[config.mk]
export PLATFORM = sky130hd
export DESIGN_NAME = polygon_area_perimeter_core
export DESIGN_NICKNAME = d
export VERILOG_FILES = /design/src/design/ppa_pkg.sv /design/src/design/polygon_area_perimeter_core.sv /design/src/design/ppa_sqrt.sv
export SDC_FILE = /design/constraint.sdc
export NUM_CORES = 2
export LEC_CHECK = 0
export BUFFER_PORTS_ARGS = -buffer_cell sky130_fd_sc_hd__buf_2
export CAP_MARGIN = 20
export CORE_UTILIZATION = 50
export CTS_CLUSTER_SIZE = 14
export DETAILED_ROUTE_END_ITERATION = 6
export MAX_ROUTING_LAYER = met4
export PLACE_DENSITY = 0.75
export SYNTH_ARGS = -nofsm -noshare
export SYNTH_HDL_FRONTEND = slang
export SYNTH_SLANG_ARGS = --single-unit
export TNS_END_PERCENT = 5
[constraint.sdc]
create_clock -name clk -period 10.6 [get_ports clk]
set_clock_uncertainty 0.1 [all_clocks]
set_input_delay 1.59 -clock clk [delete_from_list [all_inputs] [get_ports clk]]
set_output_delay 1.59 -clock clk [all_outputs]
set_load 0.005 [all_outputs]
[src/design/ppa_pkg.sv]
// ppa_pkg: types, widths and constants shared by the polygon area and perimeter block
// no dependencies; used by ppa_sqrt and polygon_area_perimeter_core
`timescale 1ns / 1ps

package ppa_pkg;

    // sizing of the job
    localparam int MAX_POINTS = 65536;
    localparam int COORD_BITS = 20;
    localparam int FRAC_BITS  = 8;

    // fixed port field widths
    localparam int IN_COORD_W = 20;
    localparam int PERIM_W    = 45;
    localparam int TWICE_W    = 56;
    localparam int AREA_W     = 57;

    // derived datapath widths
    localparam int DX_W       = COORD_BITS + 1;
    localparam int PROD_W     = 2 * DX_W;
    localparam int SQ_W       = 2 * COORD_BITS + 1;
    localparam int RAD_W      = SQ_W + 2 * FRAC_BITS;
    localparam int ROOT_W     = (RAD_W + 1) / 2;
    localparam int ROOT_CNT_W = $clog2(ROOT_W);
    localparam int CNT_W      = $clog2(MAX_POINTS + 1);

    typedef logic signed [COORD_BITS-1:0] coord_t;
    typedef logic signed [DX_W-1:0]       diff_t;
    typedef logic signed [PROD_W-1:0]     prod_t;
    typedef logic [SQ_W-1:0]              sq_t;
    typedef logic [2*ROOT_W-1:0]          rad_t;
    typedef logic [ROOT_W-1:0]            root_t;
    typedef logic signed [AREA_W-1:0]     area_t;
    typedef logic [PERIM_W-1:0]           perim_t;
    typedef logic [CNT_W-1:0]             cnt_t;

    typedef struct packed {
        logic signed [IN_COORD_W-1:0] x_coord;
        logic signed [IN_COORD_W-1:0] y_coord;
        logic                         part_last;
        logic                         polygon_last;
    } vertex_t;

    typedef struct packed {
        logic [PERIM_W-1:0] perimeter;
        logic [TWICE_W-1:0] twice_area;
        logic               overflow;
    } result_t;

    typedef enum logic [3:0] {
        ST_IDLE,
        ST_CROSS_A,
        ST_CROSS_B,
        ST_SQ_X,
        ST_SQ_Y,
        ST_SQ_SUM,
        ST_ROOT,
        ST_ROOT_WAIT,
        ST_EMIT
    } state_t;

    localparam perim_t PERIM_MAX = '1;
    localparam logic [TWICE_W-1:0] TWICE_MAX = '1;
    localparam logic signed [AREA_W:0] AREA_HI = {2'b00, {(AREA_W-1){1'b1}}};
    localparam logic signed [AREA_W:0] AREA_LO = {2'b11, {(AREA_W-1){1'b0}}};

endpackage

[src/design/polygon_area_perimeter_core.sv]
// polygon_area_perimeter_core: shoelace area and perimeter of a polygon, one vertex per transfer
// a vertex with no edge is handled in the idle step alone; each edge adds 6 steps
// (four products on the shared multiplier, a sum and the root start),
// then ROOT_W = 29 root iterations plus handoff
// no new vertex is taken while the shared multiplier and root unit work on an edge,
// nor while the emit step waits on result_stall
// the result for polygon_last goes to an output register from the emit step, after the last edge
// reset: asynchronous active-low rst_n clears all sums, the open part and the output valid flag
`timescale 1ns / 1ps

module polygon_area_perimeter_core (
    input  logic              clk,
    input  logic              rst_n,
    input  logic              vertex_valid,
    output logic              vertex_stall,
    input  ppa_pkg::vertex_t  vertex,
    output logic              result_valid,
    input  logic              result_stall,
    output ppa_pkg::result_t  result
);

    // sequencer
    ppa_pkg::state_t state_reg, state_next;

    // polygon state
    ppa_pkg::coord_t first_x_reg, first_x_next;
    ppa_pkg::coord_t first_y_reg, first_y_next;
    ppa_pkg::coord_t prev_x_reg, prev_x_next;
    ppa_pkg::coord_t prev_y_reg, prev_y_next;
    logic            in_part_reg, in_part_next;
    ppa_pkg::area_t  area_reg, area_next;
    ppa_pkg::perim_t perim_reg, perim_next;
    ppa_pkg::cnt_t   count_reg, count_next;
    logic            ovf_reg, ovf_next;
    logic            close_pend_reg, close_pend_next;
    logic            emit_pend_reg, emit_pend_next;

    // edge operands and arithmetic pipeline
    ppa_pkg::coord_t ex1_reg, ex1_next;
    ppa_pkg::coord_t ey1_reg, ey1_next;
    ppa_pkg::coord_t ex2_reg, ex2_next;
    ppa_pkg::coord_t ey2_reg, ey2_next;
    ppa_pkg::prod_t  prod_reg, prod_next;
    ppa_pkg::prod_t  cross_reg, cross_next;
    ppa_pkg::sq_t    sq_reg, sq_next;

    // output register
    logic             result_valid_reg, result_valid_next;
    ppa_pkg::result_t result_reg, result_next;

    // handshake and shared unit controls
    logic            accept;
    logic            out_free;
    ppa_pkg::diff_t  mul_a, mul_b;
    logic            root_start;
    logic            root_done;
    ppa_pkg::root_t  root_val;
    ppa_pkg::rad_t   radicand;

    // incoming vertex bookkeeping
    ppa_pkg::coord_t vx, vy;
    logic            full;
    logic            take_pt;
    logic            edge1;
    logic            in_part_mid;
    logic            close_now;
    ppa_pkg::coord_t first_x_new, first_y_new, prev_x_new, prev_y_new;

    // edge differences and accumulator helpers
    ppa_pkg::diff_t             dx, dy;
    logic signed [ppa_pkg::AREA_W:0] area_sum_x;
    ppa_pkg::area_t             area_sat;
    logic [ppa_pkg::PERIM_W:0]  perim_sum_x;
    ppa_pkg::perim_t            perim_sat;
    logic [ppa_pkg::AREA_W-1:0] area_mag;
    logic [ppa_pkg::TWICE_W-1:0] twice_val;

    assign vx = ppa_pkg::coord_t'(vertex.x_coord[ppa_pkg::COORD_BITS-1:0]);
    assign vy = ppa_pkg::coord_t'(vertex.y_coord[ppa_pkg::COORD_BITS-1:0]);

    // a vertex past the point limit only marks overflow; its flags still act
    always_comb
    begin
        full        = (count_reg >= ppa_pkg::cnt_t'(ppa_pkg::MAX_POINTS));
        take_pt     = !full;
        edge1       = take_pt && in_part_reg;
        first_x_new = (take_pt && !in_part_reg) ? vx : first_x_reg;
        first_y_new = (take_pt && !in_part_reg) ? vy : first_y_reg;
        prev_x_new  = take_pt ? vx : prev_x_reg;
        prev_y_new  = take_pt ? vy : prev_y_reg;
        in_part_mid = in_part_reg || take_pt;
        close_now   = (vertex.part_last || vertex.polygon_last) && in_part_mid;
    end

    // edge deltas, 21 bits signed
    assign dx = ppa_pkg::diff_t'(ex1_reg) - ppa_pkg::diff_t'(ex2_reg);
    assign dy = ppa_pkg::diff_t'(ey1_reg) - ppa_pkg::diff_t'(ey2_reg);

    // saturating accumulators
    always_comb
    begin
        area_sum_x = {area_reg[ppa_pkg::AREA_W-1], area_reg}
                   + {{(ppa_pkg::AREA_W + 1 - ppa_pkg::PROD_W){cross_reg[ppa_pkg::PROD_W-1]}},
                      cross_reg};
        if (area_sum_x > ppa_pkg::AREA_HI)
            area_sat = ppa_pkg::AREA_HI[ppa_pkg::AREA_W-1:0];
        else if (area_sum_x < ppa_pkg::AREA_LO)
            area_sat = ppa_pkg::AREA_LO[ppa_pkg::AREA_W-1:0];
        else
            area_sat = area_sum_x[ppa_pkg::AREA_W-1:0];

        perim_sum_x = {1'b0, perim_reg} + (ppa_pkg::PERIM_W + 1)'(root_val);
        perim_sat   = perim_sum_x[ppa_pkg::PERIM_W] ? ppa_pkg::PERIM_MAX
                                                   : perim_sum_x[ppa_pkg::PERIM_W-1:0];

        area_mag  = area_reg[ppa_pkg::AREA_W-1] ? (-area_reg) : area_reg;
        twice_val = area_mag[ppa_pkg::AREA_W-1] ? ppa_pkg::TWICE_MAX
                                                : area_mag[ppa_pkg::TWICE_W-1:0];
    end

    // radicand is (dx^2 + dy^2) scaled by the fraction bits, both sides
    assign radicand = ppa_pkg::rad_t'(sq_reg) << (2 * ppa_pkg::FRAC_BITS);

    ppa_sqrt u_sqrt (
        .clk      (clk),
        .rst_n    (rst_n),
        .start    (root_start),
        .radicand (radicand),
        .done     (root_done),
        .root     (root_val)
    );

    // next state
    always_comb
    begin
        state_next = state_reg;
        unique case (state_reg)
            ppa_pkg::ST_IDLE:
            begin
                if (accept)
                begin
                    if (edge1 || close_now)
                        state_next = ppa_pkg::ST_CROSS_A;
                    else if (vertex.polygon_last)
                        state_next = ppa_pkg::ST_EMIT;
                end
            end
            ppa_pkg::ST_CROSS_A:   state_next = ppa_pkg::ST_CROSS_B;
            ppa_pkg::ST_CROSS_B:   state_next = ppa_pkg::ST_SQ_X;
            ppa_pkg::ST_SQ_X:      state_next = ppa_pkg::ST_SQ_Y;
            ppa_pkg::ST_SQ_Y:      state_next = ppa_pkg::ST_SQ_SUM;
            ppa_pkg::ST_SQ_SUM:    state_next = ppa_pkg::ST_ROOT;
            ppa_pkg::ST_ROOT:      state_next = ppa_pkg::ST_ROOT_WAIT;
            ppa_pkg::ST_ROOT_WAIT:
            begin
                if (root_done)
                begin
                    if (close_pend_reg)
                        state_next = ppa_pkg::ST_CROSS_A;
                    else if (emit_pend_reg)
                        state_next = ppa_pkg::ST_EMIT;
                    else
                        state_next = ppa_pkg::ST_IDLE;
                end
            end
            ppa_pkg::ST_EMIT:
            begin
                if (out_free)
                    state_next = ppa_pkg::ST_IDLE;
            end
            default:      state_next = ppa_pkg::ST_IDLE;
        endcase
    end

    // sequencer outputs: handshake and shared multiplier operand select
    always_comb
    begin
        vertex_stall = (state_reg != ppa_pkg::ST_IDLE);
        accept       = vertex_valid && !vertex_stall;
        out_free     = !result_valid_reg || !result_stall;
        root_start   = (state_reg == ppa_pkg::ST_ROOT);
        mul_a        = ppa_pkg::diff_t'(ex1_reg);
        mul_b        = ppa_pkg::diff_t'(ey2_reg);
        unique case (state_reg)
            ppa_pkg::ST_CROSS_B:
            begin
                mul_a = ppa_pkg::diff_t'(ey1_reg);
                mul_b = ppa_pkg::diff_t'(ex2_reg);
            end
            ppa_pkg::ST_SQ_X:
            begin
                mul_a = dx;
                mul_b = dx;
            end
            ppa_pkg::ST_SQ_Y:
            begin
                mul_a = dy;
                mul_b = dy;
            end
            default:
            begin
                mul_a = ppa_pkg::diff_t'(ex1_reg);
                mul_b = ppa_pkg::diff_t'(ey2_reg);
            end
        endcase
    end

    // datapath next values
    always_comb
    begin
        first_x_next      = first_x_reg;
        first_y_next      = first_y_reg;
        prev_x_next       = prev_x_reg;
        prev_y_next       = prev_y_reg;
        in_part_next      = in_part_reg;
        area_next         = area_reg;
        perim_next        = perim_reg;
        count_next        = count_reg;
        ovf_next          = ovf_reg;
        close_pend_next   = close_pend_reg;
        emit_pend_next    = emit_pend_reg;
        ex1_next          = ex1_reg;
        ey1_next          = ey1_reg;
        ex2_next          = ex2_reg;
        ey2_next          = ey2_reg;
        prod_next         = mul_a * mul_b;
        cross_next        = cross_reg;
        sq_next           = sq_reg;
        result_valid_next = result_valid_reg && result_stall;
        result_next       = result_reg;

        unique case (state_reg)
            ppa_pkg::ST_IDLE:
            begin
                if (accept)
                begin
                    first_x_next    = first_x_new;
                    first_y_next    = first_y_new;
                    prev_x_next     = prev_x_new;
                    prev_y_next     = prev_y_new;
                    in_part_next    = in_part_mid && !close_now;
                    ovf_next        = ovf_reg || full;
                    count_next      = take_pt ? (count_reg + 1'b1) : count_reg;
                    emit_pend_next  = vertex.polygon_last;
                    close_pend_next = edge1 && close_now;
                    if (edge1)
                    begin
                        // edge from the previous vertex to this one
                        ex1_next = prev_x_reg;
                        ey1_next = prev_y_reg;
                        ex2_next = vx;
                        ey2_next = vy;
                    end
                    else
                    begin
                        // only the closing edge, if any
                        ex1_next = prev_x_new;
                        ey1_next = prev_y_new;
                        ex2_next = first_x_new;
                        ey2_next = first_y_new;
                    end
                end
            end
            ppa_pkg::ST_CROSS_B:
                cross_next = prod_reg;
            ppa_pkg::ST_SQ_X:
                cross_next = cross_reg - prod_reg;
            ppa_pkg::ST_SQ_Y:
            begin
                area_next = area_sat;
                sq_next   = {1'b0, prod_reg[ppa_pkg::SQ_W-2:0]};
            end
            ppa_pkg::ST_SQ_SUM:
                sq_next = sq_reg + {1'b0, prod_reg[ppa_pkg::SQ_W-2:0]};
            ppa_pkg::ST_ROOT_WAIT:
            begin
                if (root_done)
                begin
                    perim_next = perim_sat;
                    if (close_pend_reg)
                    begin
                        // closing edge back to the first vertex of the part
                        close_pend_next = 1'b0;
                        ex1_next        = prev_x_reg;
                        ey1_next        = prev_y_reg;
                        ex2_next        = first_x_reg;
                        ey2_next        = first_y_reg;
                    end
                end
            end
            ppa_pkg::ST_EMIT:
            begin
                if (out_free)
                begin
                    result_valid_next      = 1'b1;
                    result_next.perimeter  = perim_reg;
                    result_next.twice_area = twice_val;
                    result_next.overflow   = ovf_reg;
                    // polygon done: back to the reset picture
                    first_x_next   = '0;
                    first_y_next   = '0;
                    prev_x_next    = '0;
                    prev_y_next    = '0;
                    in_part_next   = 1'b0;
                    area_next      = '0;
                    perim_next     = '0;
                    count_next     = '0;
                    ovf_next       = 1'b0;
                    emit_pend_next = 1'b0;
                end
            end
            default:
            begin
                cross_next = cross_reg;
            end
        endcase
    end

    always_ff @(posedge clk or negedge rst_n)
    begin
        if (!rst_n)
        begin
            state_reg        <= ppa_pkg::ST_IDLE;
            first_x_reg      <= '0;
            first_y_reg      <= '0;
            prev_x_reg       <= '0;
            prev_y_reg       <= '0;
            in_part_reg      <= 1'b0;
            area_reg         <= '0;
            perim_reg        <= '0;
            count_reg        <= '0;
            ovf_reg          <= 1'b0;
            close_pend_reg   <= 1'b0;
            emit_pend_reg    <= 1'b0;
            result_valid_reg <= 1'b0;
        end
        else
        begin
            state_reg        <= state_next;
            first_x_reg      <= first_x_next;
            first_y_reg      <= first_y_next;
            prev_x_reg       <= prev_x_next;
            prev_y_reg       <= prev_y_next;
            in_part_reg      <= in_part_next;
            area_reg         <= area_next;
            perim_reg        <= perim_next;
            count_reg        <= count_next;
            ovf_reg          <= ovf_next;
            close_pend_reg   <= close_pend_next;
            emit_pend_reg    <= emit_pend_next;
            result_valid_reg <= result_valid_next;
        end
    end

    // payload registers, no reset
    always_ff @(posedge clk)
    begin
        ex1_reg    <= ex1_next;
        ey1_reg    <= ey1_next;
        ex2_reg    <= ex2_next;
        ey2_reg    <= ey2_next;
        prod_reg   <= prod_next;
        cross_reg  <= cross_next;
        sq_reg     <= sq_next;
        result_reg <= result_next;
    end

    assign result_valid = result_valid_reg;
    assign result       = result_reg;

    // a new result only comes out of the emit step
    a_result_from_emit: assert property (@(posedge clk) disable iff (!rst_n)
        $rose(result_valid_reg) |-> $past(state_reg == ppa_pkg::ST_EMIT))
        else $error("result appeared outside the emit step");

    // the root unit only finishes while the sequencer waits for it
    a_root_done_in_wait: assert property (@(posedge clk) disable iff (!rst_n)
        root_done |-> state_reg == ppa_pkg::ST_ROOT_WAIT)
        else $error("root finished while not awaited");

    // point count never passes the limit
    a_count_limit: assert property (@(posedge clk) disable iff (!rst_n)
        count_reg <= ppa_pkg::cnt_t'(ppa_pkg::MAX_POINTS))
        else $error("point count past limit");

    // after the emit transfer all sums are cleared
    a_clear_after_emit: assert property (@(posedge clk) disable iff (!rst_n)
        (state_reg == ppa_pkg::ST_EMIT && out_free) |=>
            (area_reg == '0 && perim_reg == '0 && !in_part_reg && count_reg == '0))
        else $error("state not cleared after emit");

endmodule

[src/design/ppa_sqrt.sv]
// ppa_sqrt: iterative integer square root, one result bit per cycle
// depends on ppa_pkg for radicand and root widths
`timescale 1ns / 1ps

module ppa_sqrt (
    input  logic          clk,
    input  logic          rst_n,
    input  logic          start,
    input  ppa_pkg::rad_t radicand,
    output logic          done,
    output ppa_pkg::root_t root
);

    logic                               busy_reg;
    logic                               done_reg;
    logic [ppa_pkg::ROOT_CNT_W-1:0]     cnt_reg;
    ppa_pkg::rad_t                      rad_reg;
    logic [ppa_pkg::ROOT_W+1:0]         rem_reg;
    ppa_pkg::root_t                     root_reg;

    logic [ppa_pkg::ROOT_W+1:0]         rem_sh;
    logic [ppa_pkg::ROOT_W+1:0]         trial;
    logic                               fits;
    logic [ppa_pkg::ROOT_W+1:0]         rem_next;
    ppa_pkg::root_t                     root_next;

    // bring down two radicand bits, try root*4+1
    always_comb
    begin
        rem_sh    = {rem_reg[ppa_pkg::ROOT_W-1:0], rad_reg[2*ppa_pkg::ROOT_W-1 -: 2]};
        trial     = {root_reg, 2'b01};
        fits      = (rem_sh >= trial);
        rem_next  = fits ? (rem_sh - trial) : rem_sh;
        root_next = {root_reg[ppa_pkg::ROOT_W-2:0], fits};
    end

    always_ff @(posedge clk or negedge rst_n)
    begin
        if (!rst_n)
        begin
            busy_reg <= 1'b0;
            done_reg <= 1'b0;
            cnt_reg  <= '0;
        end
        else
        begin
            done_reg <= 1'b0;
            if (start)
            begin
                busy_reg <= 1'b1;
                cnt_reg  <= ppa_pkg::ROOT_CNT_W'(ppa_pkg::ROOT_W - 1);
            end
            else if (busy_reg)
            begin
                cnt_reg <= cnt_reg - 1'b1;
                if (cnt_reg == '0)
                begin
                    busy_reg <= 1'b0;
                    done_reg <= 1'b1;
                end
            end
        end
    end

    always_ff @(posedge clk)
    begin
        if (start)
        begin
            rad_reg  <= radicand;
            rem_reg  <= '0;
            root_reg <= '0;
        end
        else if (busy_reg)
        begin
            rad_reg  <= rad_reg << 2;
            rem_reg  <= rem_next;
            root_reg <= root_next;
        end
    end

    assign done = done_reg;
    assign root = root_reg;

endmodule
==> impl_metrics.json <==
{
  "status": "complete, no violations",
  "crit_top_cell": "fa_1",
  "row_count": 120,
  "post-route-period-util": 0.950,
  "drv_slew": 0,
  "die-area_um2": 110000,
  "synth_area_leaders": "fa_1 (17%), edfxtp_1 (17%), dfrtp_1 (9.9%)",
  "grt_usage": 0.257,
  "cts_buffer_depth": 3,
  "worst-path-buf-inv": 5,
  "vias": 42700,
  "max_slew_margin": 0.174,
  "yosysTopAreaCell": "fa_1",
  "syn_inst": 5954,
  "cts_tree": "built",
  "yosys.area_share.xor_xnor": 0.0496,
  "setup_viol": 0,
  "hold_viol_final": 0,
  "portBuffers": 149,
  "ys_seq_elements": 622,
  "wl_um": 136000,
  "start_util": 0.505,
  "critPathArrivalTime_ns": 10.57,
  "core_area_um2": 107000,
  "routedWlPerCell_um": 18.2,
  "synth_nets": 6818,
  "r2r-start": "ey1_reg[0]",
  "setup_tns_ns": 0,
  "final_common_cell": "nand2_1",
  "clk_pin_slew_ns": 0.06,
  "via_per_inst": 5.73,
  "grt_pass1_wl_um": 223000,
  "dp_slack_ns": 0.419,
  "worst_slack_ns": 0.526,
  "netlist_area_um2": 54200,
  "postLayoutCoreUtil": 0.550,
  "cap_violations": 0,
  "hp-start": "ovf_reg",
  "cp-startpoint": "ey1_reg[0]",
  "period_needed_ns": 10.07,
  "yosysUniqueCellTypes": 81,
  "synth_compound_area_frac": 0.157,
  "fmax_mhz": 99.3,
  "crit_type": "flop to flop",
  "antenna_found_initial": 5,
  "dp_hpwl_um": 101000,
  "drive_gt1_frac": 0.0792,
  "io_pins": 150,
  "largest_reg_flops": 102,
  "ant_nets": 0,
  "crit_required_ns": 11.09,
  "yosys_warnings": 0,
  "grt_pass1_vias": 42700,
  "synth_mux_area_frac": 0.0249,
  "cts_buffers": 73,
  "cp_top_family": "adder cells",
  "syn2layout_area_growth_pct": 8.71,
  "hold_path_class": "flop to flop",
  "die_y_um": 331,
  "final_cell_mix": "nand2_1 (889), inv_1 (714), fa_1 (466), a21oi_1 (453), o21ai_0 (393)",
  "synth_edf_count": 306,
  "max_stage_delay_ns": 0.86,
  "synth-seq-area-share": 0.306,
  "globalplace.congestion": 0.951,
  "grt_overflow": 0,
  "drcViolationCount": 0,
  "fillers": 9529,
  "async_flop_share": 0.346,
  "grt_start_max_net_pins": 98,
  "rsz0062_at_grt": "no",
  "end_kind": "flop",
  "clock-sinks": 622,
  "drt-pass1-iter-count": 5,
  "crit_path_start_kind": "flop",
  "synth_top_flop_cell": "edfxtp_1",
  "synthSimpleGateAreaFrac": 0.141,
  "htree_levels": 3,
  "slowest_stage": "a221o_1",
  "worstMarginPinSlew_ns": 1.24,
  "cts_root_buf": "clkbuf_16",
  "synth_top_family_by_area": "adder cells",
  "postSynthAreaPerCell_um2": 9.10,
  "layout.nets": 6852,
  "clk_latency_ns": 0.67,
  "synth_adder_area_share": 0.254,
  "die_x_um": 331,
  "synth_top_area_share": 0.172,
  "first_iter_violations": 2903,
  "cp_max_fo": 21
}
kinds of logic (layout without fill, tap and decap cells):
logic type,after synthesis,in the layout
other cells,0,4
mux,124,124
simple gates,1706,1706
buf+inv,980,1075
compound gates,1396,1396
xor+xnor,307,307
fa+ha+maj,819,819
flops,622,622
cells in the mapped netlist (36+ instances only):
master and n:
nor3_1 65, nor2_1 286, o21ai_0 393, inv_1 715, dfrtp_1 215, a21oi_1 454, mux2_2 85, a21o_1 126
mux2i_1 39, clkbuf_1 253, xnor2_1 148, nand2_1 893, nor2b_1 74, nand3_1 66, a31oi_1 78, nand4_1 46
fa_1 466, dfxtp_1 101, o21bai_1 36, nand2b_1 51, and2_1 97, ha_1 352, edfxtp_1 306, o31ai_1 45
xor2_1 159
routing by layer:
metal  wire [µm]  GRT usage  vias to the layer above  part of all wire
met4        4340     0.0804                        0             0.032
met3        8400     0.0360                      258             0.062
met1       59700      0.339                    20900              0.44
met2       63600      0.409                     1305              0.47
li1            -          -                    20200                 -
met5           0          -                        -                 0
metrics by stage:
stage	instance area [µm²]	hold slack, ns	instances
final	58900	0.369	7456
after CTS	58900	0.371	7451
after global routing	58900	0.376	7455
after floorplan	54200	0.326	5954
after detailed placement	56400	0.356	7315
after global placement	56400	0.353	7315
path summary, 6_finish.rpt:
| check | to | slack (ns) | cells after the start |
|---|---|---|---|
| max in group asynchronous | prev_x_reg[15] | 8.03 | 2 |
| max reg2reg | prod_reg[40] | 0.53 | 34 |
| max | prod_reg[40] | 0.53 | 34 |
| min in group asynchronous | perim_reg[5] | 0.81 | 1 |
| min reg2reg | result[0] | 0.37 | 0 |
| min | result[0] | 0.37 | 0 |
cell type report:
| type | count | area [µm²] | area share |
|---|---|---|---|
| Multi-Input combinational cell | 4352 | 34100 | 0.578 |
| Sequential cell | 622 | 16600 | 0.282 |
| Inverter | 716 | 2700 | 0.0457 |
| Clock buffer | 100 | 2030 | 0.0345 |
| Tap cell | 1403 | 1760 | 0.0298 |
| Timing Repair Buffer | 223 | 1310 | 0.0223 |
| Clock inverter | 36 | 459 | 0.00779 |
| Antenna cell | 4 | 10.0 | 0.000170 |
worst register-to-register path: cells and delay by family, from the launching register on:
| kind | cells | cell delay (ns) |
|---|---|---|
| xor gates and xnor gates | 2 | 0.24 |
| AOI/OAI and AO/OA | 14 | 4.19 |
| adders and majority gates | 10 | 4.22 |
| buffers and inverters | 5 | 0.28 |
| and+or+nand+nor | 3 | 0.58 |
| DFF | 1 | 0.42 |
timing repair:
action,4_1_cts,5_1_grt
hold buffers,0,0
buffers inserted,0,0
resized for setup,0,2
endpoints found under the setup margin,0,2
Power is left out: the tool's default activity adds up to more than one toggle a clock period on the data nets, which glitch-free logic cannot reach.
